$ cat src/rtl/core/atp_pkg.sv
// shared types, constants and helpers for the activation threshold pack unit
package atp_pkg;

  localparam int unsigned MaxRowLenDefault = 65536;
  localparam int unsigned MaxRowsDefault   = 65536;
  localparam int unsigned CfgIndexWidth    = 2;

  typedef enum logic [CfgIndexWidth-1:0] {
    REG_SHARED_THRESHOLD  = 2'd0,
    REG_PER_ROW_MODE      = 2'd1,
    REG_INCLUSIVE_COMPARE = 2'd2,
    REG_ELEMENT_FORMAT    = 2'd3
  } cfg_reg_t;

  localparam logic FMT_HALF     = 1'b0;
  localparam logic FMT_BFLOAT16 = 1'b1;

  typedef struct packed {
    logic [15:0] element_bits;
    logic [31:0] row_threshold;
    logic        last_in_row;
  } in_item_t;

  typedef struct packed {
    logic        entry_valid;
    logic [15:0] kept_value;
    logic [15:0] kept_index;
    logic        row_done;
    logic [16:0] kept_count;
    logic [15:0] row_number;
  } out_item_t;

  // classified element handed from front to back
  typedef struct packed {
    logic        keep;
    logic        last;
    logic [15:0] bits;
    logic [15:0] column;
    logic [15:0] row;
  } cls_item_t;

  // exact fp32 bit pattern of |element|
  function automatic logic [30:0] widen_magnitude(input logic [15:0] bits, input logic fmt);
    logic [4:0]  e;
    logic [9:0]  m;
    logic [3:0]  lz;
    logic [9:0]  ms;
    logic [30:0] r;
    e  = bits[14:10];
    m  = bits[9:0];
    lz = 4'd0;
    ms = '0;
    r  = '0;
    if (fmt == FMT_BFLOAT16) begin
      r = {bits[14:0], 16'h0000};
    end else if (e == 5'h1f) begin
      r = {8'hff, m, 13'h0};
    end else if (e != 5'd0) begin
      r = {(8'(e) + 8'd112), m, 13'h0};
    end else if (m != 10'd0) begin
      for (int i = 0; i < 10; i++) begin
        if (m[i]) lz = 4'(9 - i);
      end
      ms = 10'(m << (lz + 4'd1));
      r  = {(8'd113 - 8'd1 - 8'(lz)), ms, 13'h0};
    end
    return r;
  endfunction

  function automatic logic passes(input logic [30:0] mag, input logic [31:0] thr,
                                  input logic incl);
    logic [30:0] tabs;
    logic        res;
    tabs = thr[30:0];
    if (mag > 31'h7f800000 || tabs > 31'h7f800000) begin
      res = 1'b0;
    end else if (thr[31] && tabs != 31'd0) begin
      res = 1'b1;
    end else if (thr[31]) begin
      res = incl ? 1'b1 : (mag > 31'd0);
    end else begin
      res = incl ? (mag >= tabs) : (mag > tabs);
    end
    return res;
  endfunction

endpackage

$ cat src/rtl/core/activation_threshold_pack_unit.sv
// top level of the activation threshold pack unit
//
//   channel | direction | handshake             | payload
//   in      | input     | in_valid / in_ready   | element_bits, row_threshold, last_in_row
//   out     | output    | out_valid / out_ready | entry_valid .. row_number
//   cfg     | input     | cfg_valid / cfg_ready | cfg_index, cfg_data
//
// one element per cycle sustained while out_ready stays high; a result passes through the
// front classify, the queue and the registered back stage
// rst clears counters, registers and the queue; cfg_ready is always high
// an output stall fills the two-entry queue, then in_ready drops
module activation_threshold_pack_unit #(
  parameter int unsigned MAX_ROW_LEN = atp_pkg::MaxRowLenDefault,
  parameter int unsigned MAX_ROWS    = atp_pkg::MaxRowsDefault
) (
  input  logic                              clk,
  input  logic                              rst,
  input  logic                              in_valid,
  output logic                              in_ready,
  input  atp_pkg::in_item_t                 in_data,
  output logic                              out_valid,
  input  logic                              out_ready,
  output atp_pkg::out_item_t                out_data,
  input  logic                              cfg_valid,
  output logic                              cfg_ready,
  input  logic [atp_pkg::CfgIndexWidth-1:0] cfg_index,
  input  logic [31:0]                       cfg_data
);

  logic [31:0] shared_threshold;
  logic        per_row_mode;
  logic        inclusive_compare;
  logic        element_format;

  logic               f_valid, f_ready, b_valid, b_ready;
  atp_pkg::cls_item_t f_data, b_data;

  assign cfg_ready = 1'b1;

  always_ff @(posedge clk) begin
    if (rst) begin
      shared_threshold  <= '0;
      per_row_mode      <= 1'b0;
      inclusive_compare <= 1'b0;
      element_format    <= atp_pkg::FMT_HALF;
    end else if (cfg_valid) begin
      unique case (atp_pkg::cfg_reg_t'(cfg_index))
        atp_pkg::REG_SHARED_THRESHOLD:  shared_threshold  <= cfg_data;
        atp_pkg::REG_PER_ROW_MODE:      per_row_mode      <= cfg_data[0];
        atp_pkg::REG_INCLUSIVE_COMPARE: inclusive_compare <= cfg_data[0];
        atp_pkg::REG_ELEMENT_FORMAT:    element_format    <= cfg_data[0];
        default: ;
      endcase
    end
  end

  atp_front #(.MAX_ROW_LEN(MAX_ROW_LEN), .MAX_ROWS(MAX_ROWS)) u_front (
    .clk, .rst, .in_valid, .in_ready, .in_data,
    .shared_threshold, .per_row_mode, .inclusive_compare, .element_format,
    .cls_valid(f_valid), .cls_ready(f_ready), .cls_data(f_data)
  );

  atp_queue u_queue (
    .clk, .rst,
    .wr_valid(f_valid), .wr_ready(f_ready), .wr_data(f_data),
    .rd_valid(b_valid), .rd_ready(b_ready), .rd_data(b_data)
  );

  atp_back #(.MAX_ROW_LEN(MAX_ROW_LEN)) u_back (
    .clk, .rst,
    .cls_valid(b_valid), .cls_ready(b_ready), .cls_data(b_data),
    .out_valid, .out_ready, .out_data
  );

endmodule

$ cat src/rtl/core/atp_front.sv
// front end: accepts elements, tracks row position and classifies each element
module atp_front #(
  parameter int unsigned MAX_ROW_LEN = atp_pkg::MaxRowLenDefault,
  parameter int unsigned MAX_ROWS    = atp_pkg::MaxRowsDefault
) (
  input  logic               clk,
  input  logic               rst,
  input  logic               in_valid,
  output logic               in_ready,
  input  atp_pkg::in_item_t  in_data,
  input  logic [31:0]        shared_threshold,
  input  logic               per_row_mode,
  input  logic               inclusive_compare,
  input  logic               element_format,
  output logic               cls_valid,
  input  logic               cls_ready,
  output atp_pkg::cls_item_t cls_data
);

  logic [15:0] column_counter;
  logic [15:0] row_counter;
  logic [31:0] latched_threshold;
  logic        at_row_start;
  logic [31:0] thr;
  logic        fire;

  assign in_ready = cls_ready;
  assign cls_valid = in_valid;
  assign fire = in_valid && cls_ready;

  always_comb begin
    if (per_row_mode) begin
      thr = at_row_start ? in_data.row_threshold : latched_threshold;
    end else begin
      thr = shared_threshold;
    end
  end

  assign cls_data.keep = atp_pkg::passes(
      atp_pkg::widen_magnitude(in_data.element_bits, element_format), thr, inclusive_compare);
  assign cls_data.last   = in_data.last_in_row;
  assign cls_data.bits   = in_data.element_bits;
  assign cls_data.column = column_counter;
  assign cls_data.row    = row_counter;

  always_ff @(posedge clk) begin
    if (rst) begin
      column_counter    <= '0;
      row_counter       <= '0;
      latched_threshold <= '0;
      at_row_start      <= 1'b1;
    end else if (fire) begin
      if (at_row_start) latched_threshold <= in_data.row_threshold;
      if (in_data.last_in_row) begin
        column_counter <= '0;
        at_row_start   <= 1'b1;
        if (17'(row_counter) < 17'(MAX_ROWS - 1)) row_counter <= row_counter + 16'd1;
      end else begin
        at_row_start <= 1'b0;
        if (17'(column_counter) < 17'(MAX_ROW_LEN - 1))
          column_counter <= column_counter + 16'd1;
      end
    end
  end

endmodule

$ cat src/rtl/core/atp_queue.sv
// two-entry queue between front and back
module atp_queue (
  input  logic               clk,
  input  logic               rst,
  input  logic               wr_valid,
  output logic               wr_ready,
  input  atp_pkg::cls_item_t wr_data,
  output logic               rd_valid,
  input  logic               rd_ready,
  output atp_pkg::cls_item_t rd_data
);

  atp_pkg::cls_item_t slot [2];
  logic       wr_ptr;
  logic       rd_ptr;
  logic [1:0] fill;
  logic       do_wr;
  logic       do_rd;

  assign wr_ready = fill != 2'd2;
  assign rd_valid = fill != 2'd0;
  assign rd_data  = slot[rd_ptr];
  assign do_wr    = wr_valid && wr_ready;
  assign do_rd    = rd_valid && rd_ready;

  always_ff @(posedge clk) begin
    if (do_wr) slot[wr_ptr] <= wr_data;
  end

  always_ff @(posedge clk) begin
    if (rst) begin
      wr_ptr <= 1'b0;
      rd_ptr <= 1'b0;
      fill   <= 2'd0;
    end else begin
      if (do_wr) wr_ptr <= ~wr_ptr;
      if (do_rd) rd_ptr <= ~rd_ptr;
      fill <= fill + 2'(do_wr) - 2'(do_rd);
    end
  end

endmodule

$ cat src/rtl/core/atp_back.sv
// back end: counts kept elements, drops silent items and forms results
module atp_back #(
  parameter int unsigned MAX_ROW_LEN = atp_pkg::MaxRowLenDefault
) (
  input  logic               clk,
  input  logic               rst,
  input  logic               cls_valid,
  output logic               cls_ready,
  input  atp_pkg::cls_item_t cls_data,
  output logic               out_valid,
  input  logic               out_ready,
  output atp_pkg::out_item_t out_data
);

  logic [16:0] kept_counter;
  logic [16:0] kept_next;
  logic        emit;
  logic        take;
  atp_pkg::out_item_t res;

  assign emit      = cls_data.keep || cls_data.last;
  assign cls_ready = !out_valid || out_ready;
  assign take      = cls_valid && cls_ready;

  always_comb begin
    kept_next = kept_counter;
    if (cls_data.keep && kept_counter < 17'(MAX_ROW_LEN)) kept_next = kept_counter + 17'd1;
    res.entry_valid = cls_data.keep;
    res.kept_value  = cls_data.keep ? cls_data.bits : 16'd0;
    res.kept_index  = cls_data.keep ? cls_data.column : 16'd0;
    res.row_done    = cls_data.last;
    res.kept_count  = cls_data.last ? kept_next : 17'd0;
    res.row_number  = cls_data.row;
  end

  always_ff @(posedge clk) begin
    if (take && emit) out_data <= res;
  end

  always_ff @(posedge clk) begin
    if (rst) begin
      kept_counter <= '0;
      out_valid    <= 1'b0;
    end else begin
      if (take) begin
        kept_counter <= cls_data.last ? 17'd0 : kept_next;
        out_valid    <= emit;
      end else if (out_ready) begin
        out_valid <= 1'b0;
      end
    end
  end

endmodule

$ cat config.mk
export PLATFORM = sky130hd
export DESIGN_NAME = activation_threshold_pack_unit
export DESIGN_NICKNAME = d
export VERILOG_FILES = /design/src/rtl/core/atp_pkg.sv /design/src/rtl/core/activation_threshold_pack_unit.sv /design/src/rtl/core/atp_front.sv /design/src/rtl/core/atp_queue.sv /design/src/rtl/core/atp_back.sv
export SDC_FILE = /design/constraint.sdc
export NUM_CORES = 1
export LEC_CHECK = 0
export BUFFER_PORTS_ARGS = -buffer_cell sky130_fd_sc_hd__buf_2
export CAP_MARGIN = 10
export CORE_UTILIZATION = 33
export CTS_CLUSTER_SIZE = 10
export DETAILED_ROUTE_END_ITERATION = 12
export GPL_TIMING_DRIVEN = 0
export PLACE_DENSITY_LB_ADDON = 0.25
export SLEW_MARGIN = 40
export SYNTH_ARGS = -nofsm -noshare
export SYNTH_HDL_FRONTEND = slang
export SYNTH_SLANG_ARGS = --single-unit
export TNS_END_PERCENT = 50
$ cat constraint.sdc
create_clock -name clk -period 4.7 [get_ports clk]
set_input_delay 0.235 -clock clk [delete_from_list [all_inputs] [get_ports clk]]
set_output_delay 0.235 -clock clk [all_outputs]
set_load 0.005 [all_outputs]
==> results of run 1 <==
tightest hold or removal path: stages:
cell,delay (ns)
buf_2,0.07
nand2b_1,0.12
a21oi_1,0.07
logic make-up (layout without fill, tap and decap cells):
logic type	Yosys count	in the layout	share of synthesized area
buffers and inverters	103	400	0.03206
muxes	75	75	0.05895
AOI/OAI and AO/OA	236	236	0.1071
adders and majority gates	25	25	0.02393
xor gates and xnor gates	46	46	0.03225
other	1	1	0.0002868
DFF	290	290	0.5719
and+or+nand+nor	487	487	0.1735
power groups by stage:
stage	sequential (mW)	combinational [mW]	clock [mW]
after global routing	3.44	1.85	2.74
after CTS	3.40	1.69	2.64
after floorplan	3.49	0.898	0
after global placement	3.48	1.56	0
after detailed placement	3.45	1.64	0
final	3.40	1.66	2.56
cell type report:
class                   instances  area [sq um]  share of cell area
plain buffers                  71         301.5             0.01830
clock buffers                  60          1054             0.06393
clock inverters                 3         33.78            0.002050
inverters                      29         111.4            0.006758
multi-input cells             870          5209              0.3161
flip-flops and latches        290          7477              0.4538
well taps                     518         648.1             0.03933
repair buffers                237          1644             0.09977
sequential cells by signal (all words and copies together) (netlist names), 2 cells and up, named ones only:
name,count
u_queue.fill,2
u_back.out_data,67
u_queue.slot,100
u_front.column_counter,16
u_front.latched_threshold,32
shared_threshold,32
u_front.row_counter,16
u_back.kept_counter,17
worst max-delay path by stage:
stage | start | end | depth (start not counted)
after floorplan | in_data[35] | u_queue.slot[0][49]$_DFFE_PP_ | 21
after global placement | in_data[35] | u_queue.slot[1][49]$_DFFE_PP_ | 22
after detailed placement | in_data[34] | u_queue.slot[0][49]$_DFFE_PP_ | 23
after CTS | in_data[33] | u_queue.slot[0][49]$_DFFE_PP_ | 23
after global routing | in_data[42] | u_queue.slot[0][49]$_DFFE_PP_ | 20
final | in_data[38] | u_queue.slot[0][49]$_DFFE_PP_ | 21
through the flow:
step | worst slack, ns | util | cell area [sq um]
after floorplan | 0.4344 | - | 13070
after global placement | -0.5489 | 0.3734 | 14500
after detailed placement | -0.5761 | 0.3763 | 14610
after CTS | 0.01953 | 0.4239 | 16460
after global routing | 0.03882 | 0.4244 | 16480
final | 0.2659 | 0.4244 | 16480
layout by cell type, fill, tap and decap left out, drive strengths merged, types with 20 or more instances in the layout:
cell type,synthesis,routed
a21oi,117,117
and3,24,24
buf,17,177
clkbuf,57,114
dfxtp,123,123
dlygate4sd3,0,77
edfxtp,167,167
ha,25,25
inv,29,30
mux2i,59,59
nand2,199,199
nand4,21,21
nor2,138,138
nor3,22,22
o21ai,52,52
xnor2,20,20
xor2,26,26
per-layer routing:
layer	track usage	vias up	wire length (microns)
li1	-	5073	-
met1	0.2130	4880	15060
met2	0.2923	249	16650
met3	0.03019	64	1534
met4	0.05943	0	962
met5	0	-	0
timing repair:
action | CTS | global route
gates resized for setup | 0 | 9
hold buffers | 77 | 0
setup endpoints to repair | 2 | 2
endpoints found under the hold margin | 91 | 0
==> metrics.cfg, run 1 <==
[yosys]
synth_nets = 1376
synth_ff_type = edfxtp_1
synth_edf_count = 167
yosysMostFrequentCell = nand2_1
yosysWarnings = 0
ys_seq_area_frac = 0.5719
ys_top_cells_by_count = 199 x nand2_1, 167 x edfxtp_1, 137 x nor2_1
netlist_instances = 1263
synth.cell_area_sq_mm = 0.01307
avgSynthCellArea_sq_um = 10.35
synth_top_cell_area_share = 0.3836
async_reset_ff_frac = 0
yosysUniqueCellTypes = 71
yosys.area.top_type = edfxtp_1
synthTopCellsByArea = edfxtp_1 38%, dfxtp_1 19%, nand2_1 5.7%, mux2i_1 4.5%, a21oi_1 4.4%
synth-seq-cells = 290

[min_path]
hold_path_end = u_back.out_valid$_SDFFE_PP0P_
hp-class = in2reg
min_from = out_ready
hold_depth = 3

[sta]
finalCritPeriodShare = 0.9434
fmax_mhz = 225.5
rsz0062_at_grt = false
worst_hold_slack_ns = 0.02784
slew_headroom = 0.4534
skew_ns = 0.01806
post-route-min-period_ns = 4.434
tightest_slew_ns = 0.8124
hold_viol = 0
drv_slew = 0
fin_tns_setup_ns = 0
setup_viol = 0

[worst_setup_path]
worstReg2RegEnd = u_queue.slot[0][49]$_DFFE_PP_
max_stage_delay_ns = 0.49
critPathSlowestCell = or3b_2
cp-start-kind = primary input
r2r_start = u_front.at_row_start$_SDFFE_PP1P_
r2r_slack_ns = 1.01
r2r_cells = 13
crit_path_end_kind = flop
path_max_fanout = 10
crit_path_frequent_cell = clkbuf_2
cp_cell_sequence = buf_2 > clkbuf_2 > o311a_1 > or3_1 > ha_4 > inv_1 > clkbuf_2 > a221oi_1 > nor2_1 > a21oi_1 > o22ai_1 > o211ai_1 > o21ai_1 > ha_1 > nand4_1 > or3b_2 > nor4_1 > and3_1 > a211oi_1 > o41a_1 > o21a_1
cpLargestDelayFamily = compound AO/OA/AOI/OAI gates
crit_type = in2reg
cp_data_arrival_time_ns = 4.71
crit_required_ns = 4.97
critPathBufInv = 4

[clock_tree]
clk_latency_ns = 0.53
cts.path.max_buffers = 3
clock-sinks = 290
cts_buffers = 36
tritoncts = built
ctsHtreeMaxLevel = 2
cts_setup_buffers = 0
cts_root_buffer = clkbuf_16
clk_pin_slew_ns = 0.05

[layout]
layout-drive-gt1-share = 0.1635
area_growth_pct = 26.04
stdcell_count = 2078
fillCellCount = 3741
finish.net_count = 1648
diodes = 0

[route]
finalWirelength_microns = 34210
final_antenna_net_count = 0
drt_iter0_drc = 648
vias_per_cell = 4.940
drc = 0
firstDrtPassIters = 5
vias = 10270
wl_per_cell_microns = 16.46

[pwr]
leakage_nw = 6.180
p_comb_frac = 0.218
p_seq_frac = 0.446
powerDensity_mw_per_mm2 = 462.5
p_int_mw = 5.451
finalPower_mw = 7.622
ir_drop_mv = 0.2786
p_sw_frac = 0.2848
p_clk_frac = 0.336
p_sw_mw = 2.170

[floorplanning]
die_w_microns = 201.0
rows = 72
dieArea_sq_mm = 0.04042
core_sq_mm = 0.03883
io_pins = 158
die_y_microns = 201.0
start_util = 0.3367

[grt]
grt_antenna_before_repair = 0
grt_pass1_wl_microns = 54340
grt_overflow_total = 0
grt_pass1_vias = 10140
grt_start_max_net_pins = 44
grt_use_total = 0.1698

[place]
detailed_place_hpwl_microns = 24180
dp_cells = 1941
routabilityCongestion = 0.8751
io_buffers = 155

[job]
drv_cap = 0

[run_status]
status = complete, no violations

(Power assumes the default switching activity.)
==> inputs of run 2 (changes only) <==
--- a/config.mk
+++ b/config.mk
@@ -5,8 +5,11 @@
 export SDC_FILE = /design/constraint.sdc
 export NUM_CORES = 1
 export LEC_CHECK = 0
+export ABC_AREA = 1
 export BUFFER_PORTS_ARGS = -buffer_cell sky130_fd_sc_hd__buf_2
 export CAP_MARGIN = 10
+export CELL_PAD_IN_SITES_DETAIL_PLACEMENT = 1
+export CELL_PAD_IN_SITES_GLOBAL_PLACEMENT = 2
 export CORE_UTILIZATION = 33
 export CTS_CLUSTER_SIZE = 10
 export DETAILED_ROUTE_END_ITERATION = 12
@@ -15,5 +18,6 @@
 export SLEW_MARGIN = 40
 export SYNTH_ARGS = -nofsm -noshare
 export SYNTH_HDL_FRONTEND = slang
+export SYNTH_HIERARCHICAL = 1
 export SYNTH_SLANG_ARGS = --single-unit
 export TNS_END_PERCENT = 50
==> metrics.cfg, run 2 <==
[yosys]
synth_nets = 1636  ; was 1376
synth-seq-cells = 290  ; unchanged
ys_top_cells_by_count = 294 x nand2_1, 167 x edfxtp_1, 166 x inv_1  ; was 199 x nand2_1, 167 x edfxtp_1, 137 x nor2_1
yosysWarnings = 6  ; was 0
synth_edf_count = 167  ; unchanged
avgSynthCellArea_sq_um = 9.357  ; was 10.35 sq um
synth_top_cell_area_share = 0.3517  ; was 0.3836
synth.cell_area_sq_mm = 0.01426  ; was 0.01307 sq mm
yosysUniqueCellTypes = 54  ; was 71
async_reset_ff_frac = 0  ; unchanged
synthTopCellsByArea = edfxtp_1 35%, dfxtp_1 17%, nand2_1 7.7%, mux2_4 5.3%, a21oi_1 4.5%  ; was edfxtp_1 38%, dfxtp_1 19%, nand2_1 5.7%, mux2i_1 4.5%, a21oi_1 4.4%
ys_seq_area_frac = 0.5243  ; was 0.5719
synth_ff_type = edfxtp_1  ; unchanged
netlist_instances = 1524  ; was 1263
yosysMostFrequentCell = nand2_1  ; unchanged
yosys.area.top_type = edfxtp_1  ; unchanged

[sta]
hold_viol = 0  ; unchanged
slew_headroom = 0.6137  ; was 0.4534
fin_tns_setup_ns = 0  ; unchanged
tightest_slew_ns = 0.5795  ; was 0.8124 ns
fmax_mhz = 241.2  ; was 225.5 MHz
skew_ns = 0.02291  ; was 0.01806 ns
post-route-min-period_ns = 4.147  ; was 4.434 ns
setup_viol = 0  ; unchanged
finalCritPeriodShare = 0.8823  ; was 0.9434
drv_slew = 0  ; unchanged
rsz0062_at_grt = false  ; unchanged

[route]
vias = 10980  ; was 10270
firstDrtPassIters = 4  ; was 5
vias_per_cell = 4.684  ; was 4.940
finalWirelength_microns = 37970  ; was 34210 microns
drc = 0  ; unchanged
drt_iter0_drc = 364  ; was 648
final_antenna_net_count = 0  ; unchanged
wl_per_cell_microns = 16.20  ; was 16.46 microns

[worst_setup_path]
path_max_fanout = 10  ; unchanged
r2r_start = element_format$_SDFFE_PP0P_  ; was u_front.at_row_start$_SDFFE_PP1P_
crit_type = in2reg  ; unchanged
crit_required_ns = 5.08  ; was 4.97 ns
startpoint = in_data[34]  ; was in_data[38]
r2r_slack_ns = 1.54  ; was 1.01 ns
cp-start-kind = primary input  ; unchanged
crit_path_end_kind = flop  ; unchanged
max_stage_delay_ns = 0.53  ; was 0.49 ns
critPathSlowestCell = dlygate4sd3_1  ; was or3b_2
crit_path_frequent_cell = nand2_1  ; was clkbuf_2
cp_data_arrival_time_ns = 4.52  ; was 4.71 ns

[grt]
grt_start_max_net_pins = 19  ; was 44
grt_antenna_before_repair = 0  ; unchanged
grt_pass1_vias = 11490  ; was 10140
grt_use_total = 0.1758  ; was 0.1698
grt_pass1_wl_microns = 60730  ; was 54340 microns
grt_overflow_total = 0  ; unchanged

[floorplanning]
die_w_microns = 209.9  ; was 201.0 microns
die_y_microns = 209.9  ; was 201.0 microns
start_util = 0.3369  ; was 0.3367
core_sq_mm = 0.04232  ; was 0.03883 sq mm
rows = 75  ; was 72
dieArea_sq_mm = 0.04405  ; was 0.04042 sq mm
io_pins = 158  ; unchanged

[layout]
largest_register = u_queue/slot  ; was u_queue.slot
diodes = 0  ; unchanged
fillCellCount = 4894  ; was 3741
final_common_cell = nand2_1  ; unchanged
largest_reg_flops = 100  ; unchanged
stdcell_count = 2344  ; was 2078
layout-drive-gt1-share = 0.2184  ; was 0.1635
finish.net_count = 1857  ; was 1648
area_growth_pct = 20.94  ; was 26.04%
largestRegisters = u_queue/slot x100, u_back/out_data x67  ; was u_queue.slot x100, u_back.out_data x67
final_cell_mix = 294 x nand2_1, 167 x edfxtp_1, 166 x inv_1  ; was 198 x nand2_1, 167 x edfxtp_1, 160 x buf_2

[place]
routabilityCongestion = 0.7993  ; was 0.8751
io_buffers = 154  ; was 155
detailed_place_hpwl_microns = 28880  ; was 24180 microns
dp_cells = 2265  ; was 1941

[job]
drv_cap = 0  ; unchanged

[pwr]
leakage_nw = 7.320  ; was 6.180 nW
ir_drop_mv = 0.1832  ; was 0.2786 mV
finalPower_mw = 8.199  ; was 7.622 mW
powerDensity_mw_per_mm2 = 475.4  ; was 462.5 mW/mm^2

[clock_tree]
clk_pin_slew_ns = 0.05  ; about the same
cts.path.max_buffers = 3  ; unchanged
cts_setup_buffers = 0  ; unchanged
clock-sinks = 290  ; unchanged
clk_latency_ns = 0.54  ; was 0.53 ns
ctsResizeCount = 0  ; unchanged
ctsHtreeMaxLevel = 2  ; unchanged
cts_root_buffer = clkbuf_16  ; unchanged
tritoncts = built  ; unchanged
cts_buffers = 36  ; unchanged

[min_path]
min_from = cfg_data[3]  ; was out_ready
hp-class = in2reg  ; unchanged

[run_status]
status = complete, no violations  ; unchanged

==> run 2: logic make-up after synthesis <==
family	synth area share
adder cells (fa/ha/maj)	0.02106
flip-flops	0.5243
buffers and inverters	0.08827
multiplexers	0.07019
other	0.0002630
XOR/XNOR	0.006844
AO/OA/AOI/OAI	0.09862
AND/OR/NAND/NOR	0.1904
==> run 2: final timing paths <==
check / cells after the start / end
hold / removal: 5 / shared_threshold[3]$_SDFFE_PP0P_
setup reg to reg: 16 / u_queue/slot[1][49]$_DFFE_PP_
hold reg to reg: 2 / shared_threshold[6]$_SDFFE_PP0P_
setup / recovery: 32 / u_queue/slot[1][49]$_DFFE_PP_
==> run 2: routing by layer <==
layer / vias up / track usage / part of all wire
met5: - / 0 / 0
met2: 173 / 0.3164 / 0.50
met4: 0 / 0.04531 / 0.018
met1: 5225 / 0.2149 / 0.44
li1: 5538 / - / -
met3: 43 / 0.03187 / 0.040
==> run 2: worst max-delay path, delay by kind of cell <==
kind            cells  cell delay, ns
fa+ha+maj           2            0.56
compound gates      2            0.23
buf+inv             7            1.49
simple gates       21            1.99
==> run 2: repair_timing <==
item | CTS | global route
setup endpoints to repair | 0 | 0
hold buffers | 19 | 0
hold endpoints to repair | 22 | 0
==> run 2: area by class of cell <==
type / count / area (sq um) / area share
Timing Repair Buffer: 183 / 1199 / 0.06951
Buffer: 79 / 560.5 / 0.03250
Sequential cell: 290 / 7477 / 0.4336
Clock inverter: 4 / 31.28 / 0.001814
Tap cell: 577 / 721.9 / 0.04186
Inverter: 186 / 698.2 / 0.04048
Multi-Input combinational cell: 969 / 5550 / 0.3218
Clock buffer: 56 / 1007 / 0.05841
==> run 2: through the flow <==
stage / worst slack (ns) / hold slack, ns / area, sq um / util
detailed placement: 0.5026 / 0.4372 / 16020 / 0.3784
finish: 0.5533 / 0.02929 / 17250 / 0.4075
global route: 0.1510 / 0.03760 / 17250 / 0.4075
floorplan: 1.321 / 0.3041 / 14260 / -
CTS: 0.5982 / 0.002986 / 17250 / 0.4075
global placement: 0.1347 / 0.4351 / 15760 / 0.3723
==> run 2: where the power goes <==
group / switching (mW) / internal (mW)
clock network: 1.01 / 1.47
logic: 1.28 / 0.994
registers: 0.152 / 3.30
==> inputs of run 3 (changes only) <==
--- a/config.mk
+++ b/config.mk
@@ -15,6 +15,7 @@
 export DETAILED_ROUTE_END_ITERATION = 12
 export GPL_TIMING_DRIVEN = 0
 export PLACE_DENSITY_LB_ADDON = 0.25
+export REMOVE_ABC_BUFFERS = 1
 export SLEW_MARGIN = 40
 export SYNTH_ARGS = -nofsm -noshare
 export SYNTH_HDL_FRONTEND = slang
==> metrics.cfg, run 3 (synthesized netlist as in run 2, its figures left out) <==
[run_status]
status = complete, no violations  ; unchanged

[clock_tree]
clock-sinks = 290  ; unchanged
cts_buffers = 36  ; unchanged
cts.path.max_buffers = 3  ; unchanged
ctsHtreeMaxLevel = 2  ; unchanged
tritoncts = built  ; unchanged
clk_latency_ns = 0.54  ; about the same
cts_root_buffer = clkbuf_16  ; unchanged
clk_pin_slew_ns = 0.06  ; was 0.05 ns

[grt]
grt_start_max_net_pins = 68  ; was 19
grt_pass1_wl_microns = 59300  ; was 60730 microns
grt_overflow_total = 0  ; unchanged
grt_pass1_vias = 11170  ; was 11490
grt_use_total = 0.1702  ; was 0.1758
grt_antenna_before_repair = 1  ; was 0

[route]
drt-met1-wl_microns = 16870  ; was 16820 microns
firstDrtPassIters = 4  ; unchanged
routed-wl-met2_microns = 17910  ; was 18980 microns
top_layer = met4  ; unchanged
met3WireLength_microns = 1174  ; was 1500 microns
final_antenna_net_count = 0  ; unchanged
drt_iter0_drc = 381  ; was 364
finalWirelength_microns = 36510  ; was 37970 microns
wl_per_cell_microns = 15.91  ; was 16.20 microns
drc = 0  ; unchanged
vias = 10750  ; was 10980
vias_per_cell = 4.685  ; was 4.684

[job]
drv_cap = 0  ; unchanged

[floorplanning]
rows = 75  ; unchanged
die_w_microns = 209.9  ; unchanged
io_pins = 158  ; unchanged
start_util = 0.3369  ; unchanged
die_y_microns = 209.9  ; unchanged
dieArea_sq_mm = 0.04405  ; unchanged
core_sq_mm = 0.04232  ; unchanged

[worst_setup_path]
cp_data_arrival_time_ns = 4.51  ; was 4.52 ns
crit_type = in2reg  ; unchanged
r2r_slack_ns = 1.34  ; was 1.54 ns
path_max_fanout = 12  ; was 10
cp-start-kind = primary input  ; unchanged
critPathSlowestCell = dlygate4sd3_1  ; unchanged
max_stage_delay_ns = 0.53  ; about the same
crit_path_frequent_cell = nand2_1  ; unchanged
crit_path_end_kind = flop  ; unchanged
crit_required_ns = 5.09  ; was 5.08 ns

[min_path]
hp-class = in2reg  ; unchanged

[sta]
finalCritPeriodShare = 0.8786  ; was 0.8823
worst_hold_slack_ns = 0.03407  ; was 0.02929 ns
fin_tns_setup_ns = 0  ; unchanged
setup_viol = 0  ; unchanged
skew_ns = 0.01688  ; was 0.02291 ns
rsz0062_at_grt = false  ; unchanged
drv_slew = 0  ; unchanged
tightest_slew_ns = 0.8233  ; was 0.5795 ns
post-route-min-period_ns = 4.129  ; was 4.147 ns
hold_viol = 0  ; unchanged
fmax_mhz = 242.2  ; was 241.2 MHz
slew_headroom = 0.4512  ; was 0.6137

[place]
place_area_sq_mm = 0.01555  ; was 0.01602 sq mm
detailed_place_hpwl_microns = 25530  ; was 28880 microns
io_buffers = 156  ; was 154
routabilityCongestion = 0.7953  ; was 0.7993

[layout]
area_growth_pct = 19.19  ; was 20.94%
layout-drive-gt1-share = 0.2050  ; was 0.2184
post-route-util = 0.4016  ; was 0.4075
final_cell_mix = 294 x nand2_1, 167 x edfxtp_1, 164 x inv_1  ; was 294 x nand2_1, 167 x edfxtp_1, 166 x inv_1
finish.net_count = 1803  ; was 1857
largestRegisters = u_queue/slot x100, u_back/out_data x67  ; unchanged
stdcell_area_sq_mm = 0.01700  ; was 0.01725 sq mm
largest_register = u_queue/slot  ; unchanged
final_common_cell = nand2_1  ; unchanged
fillCellCount = 4912  ; was 4894
largest_reg_flops = 100  ; unchanged

[pwr]
powerDensity_mw_per_mm2 = 476.7  ; was 475.4 mW/mm^2
leakage_nw = 7.150  ; was 7.320 nW
ir_drop_mv = 0.2223  ; was 0.1832 mV

[run 3: final cells by class]
class                   count  area, sq um  area share
flip-flops and latches    290         7488      0.4406
multi-input cells         969         5553      0.3267
repair buffers            208         1453     0.08547
well taps                 577        721.9     0.04248
clock buffers              58         1035     0.06088
diodes                      1        2.502   0.0001472
clock inverters             6        35.03    0.002061
inverters                 186        708.2     0.04167
[run 3: worst paths after layout]
kind | start | end | depth (start not counted)
setup reg to reg | flop | u_back/out_data[62]$_SDFFCE_PN0P_ | 8
hold reg to reg | u_front/row_counter[15]$_SDFFE_PP0P_ | u_queue/slot[1][15]$_DFFE_PP_ | 0
setup / recovery | in_data[35] | u_queue/slot[1][49]$_DFFE_PP_ | 30
hold / removal | out_ready | u_back/out_valid$_SDFFE_PP0P_ | 4
[run 3: layer usage]
metal  GRT usage  up-vias
met5           0        -
met4     0.04052        0
met3     0.03247       38
met2      0.3000      152
met1      0.2137     5130
li1            -     5431
[run 3: critical path: cells and delay by family]
family | cells | cell delay (ns)
buf+inv | 5 | 1.00
simple gates | 19 | 1.93
compound gates | 3 | 0.42
xor+xnor | 1 | 0.38
fa+ha+maj | 2 | 0.56
[run 3: power by group]
group | internal, mW | leakage [nW] | switching [mW] | total [mW]
Sequential | 3.30 | 2.61 | 0.195 | 3.50
Combinational | 0.882 | 4.02 | 1.18 | 2.06
Clock | 1.50 | 0.519 | 1.04 | 2.55
Total | 5.69 | 7.15 | 2.42 | 8.10
[run 3: repair_timing]
action	CTS	global route
hold buffers	37	0
gates resized for setup	0	2
hold endpoints to repair	51	0
buffers inserted	0	0
endpoints found under the setup margin	0	2
[run 3: per-stage QoR]
stage               power, mW  std cells  setup slack [ns]
CTS                     8.261       2294            0.4417
global route            8.579       2295           0.09067
floorplan               4.783       1445            -1.989
global placement        5.506       2178            -4.788
finish                  8.103       2295            0.5706
detailed placement      5.638       2193            0.3632
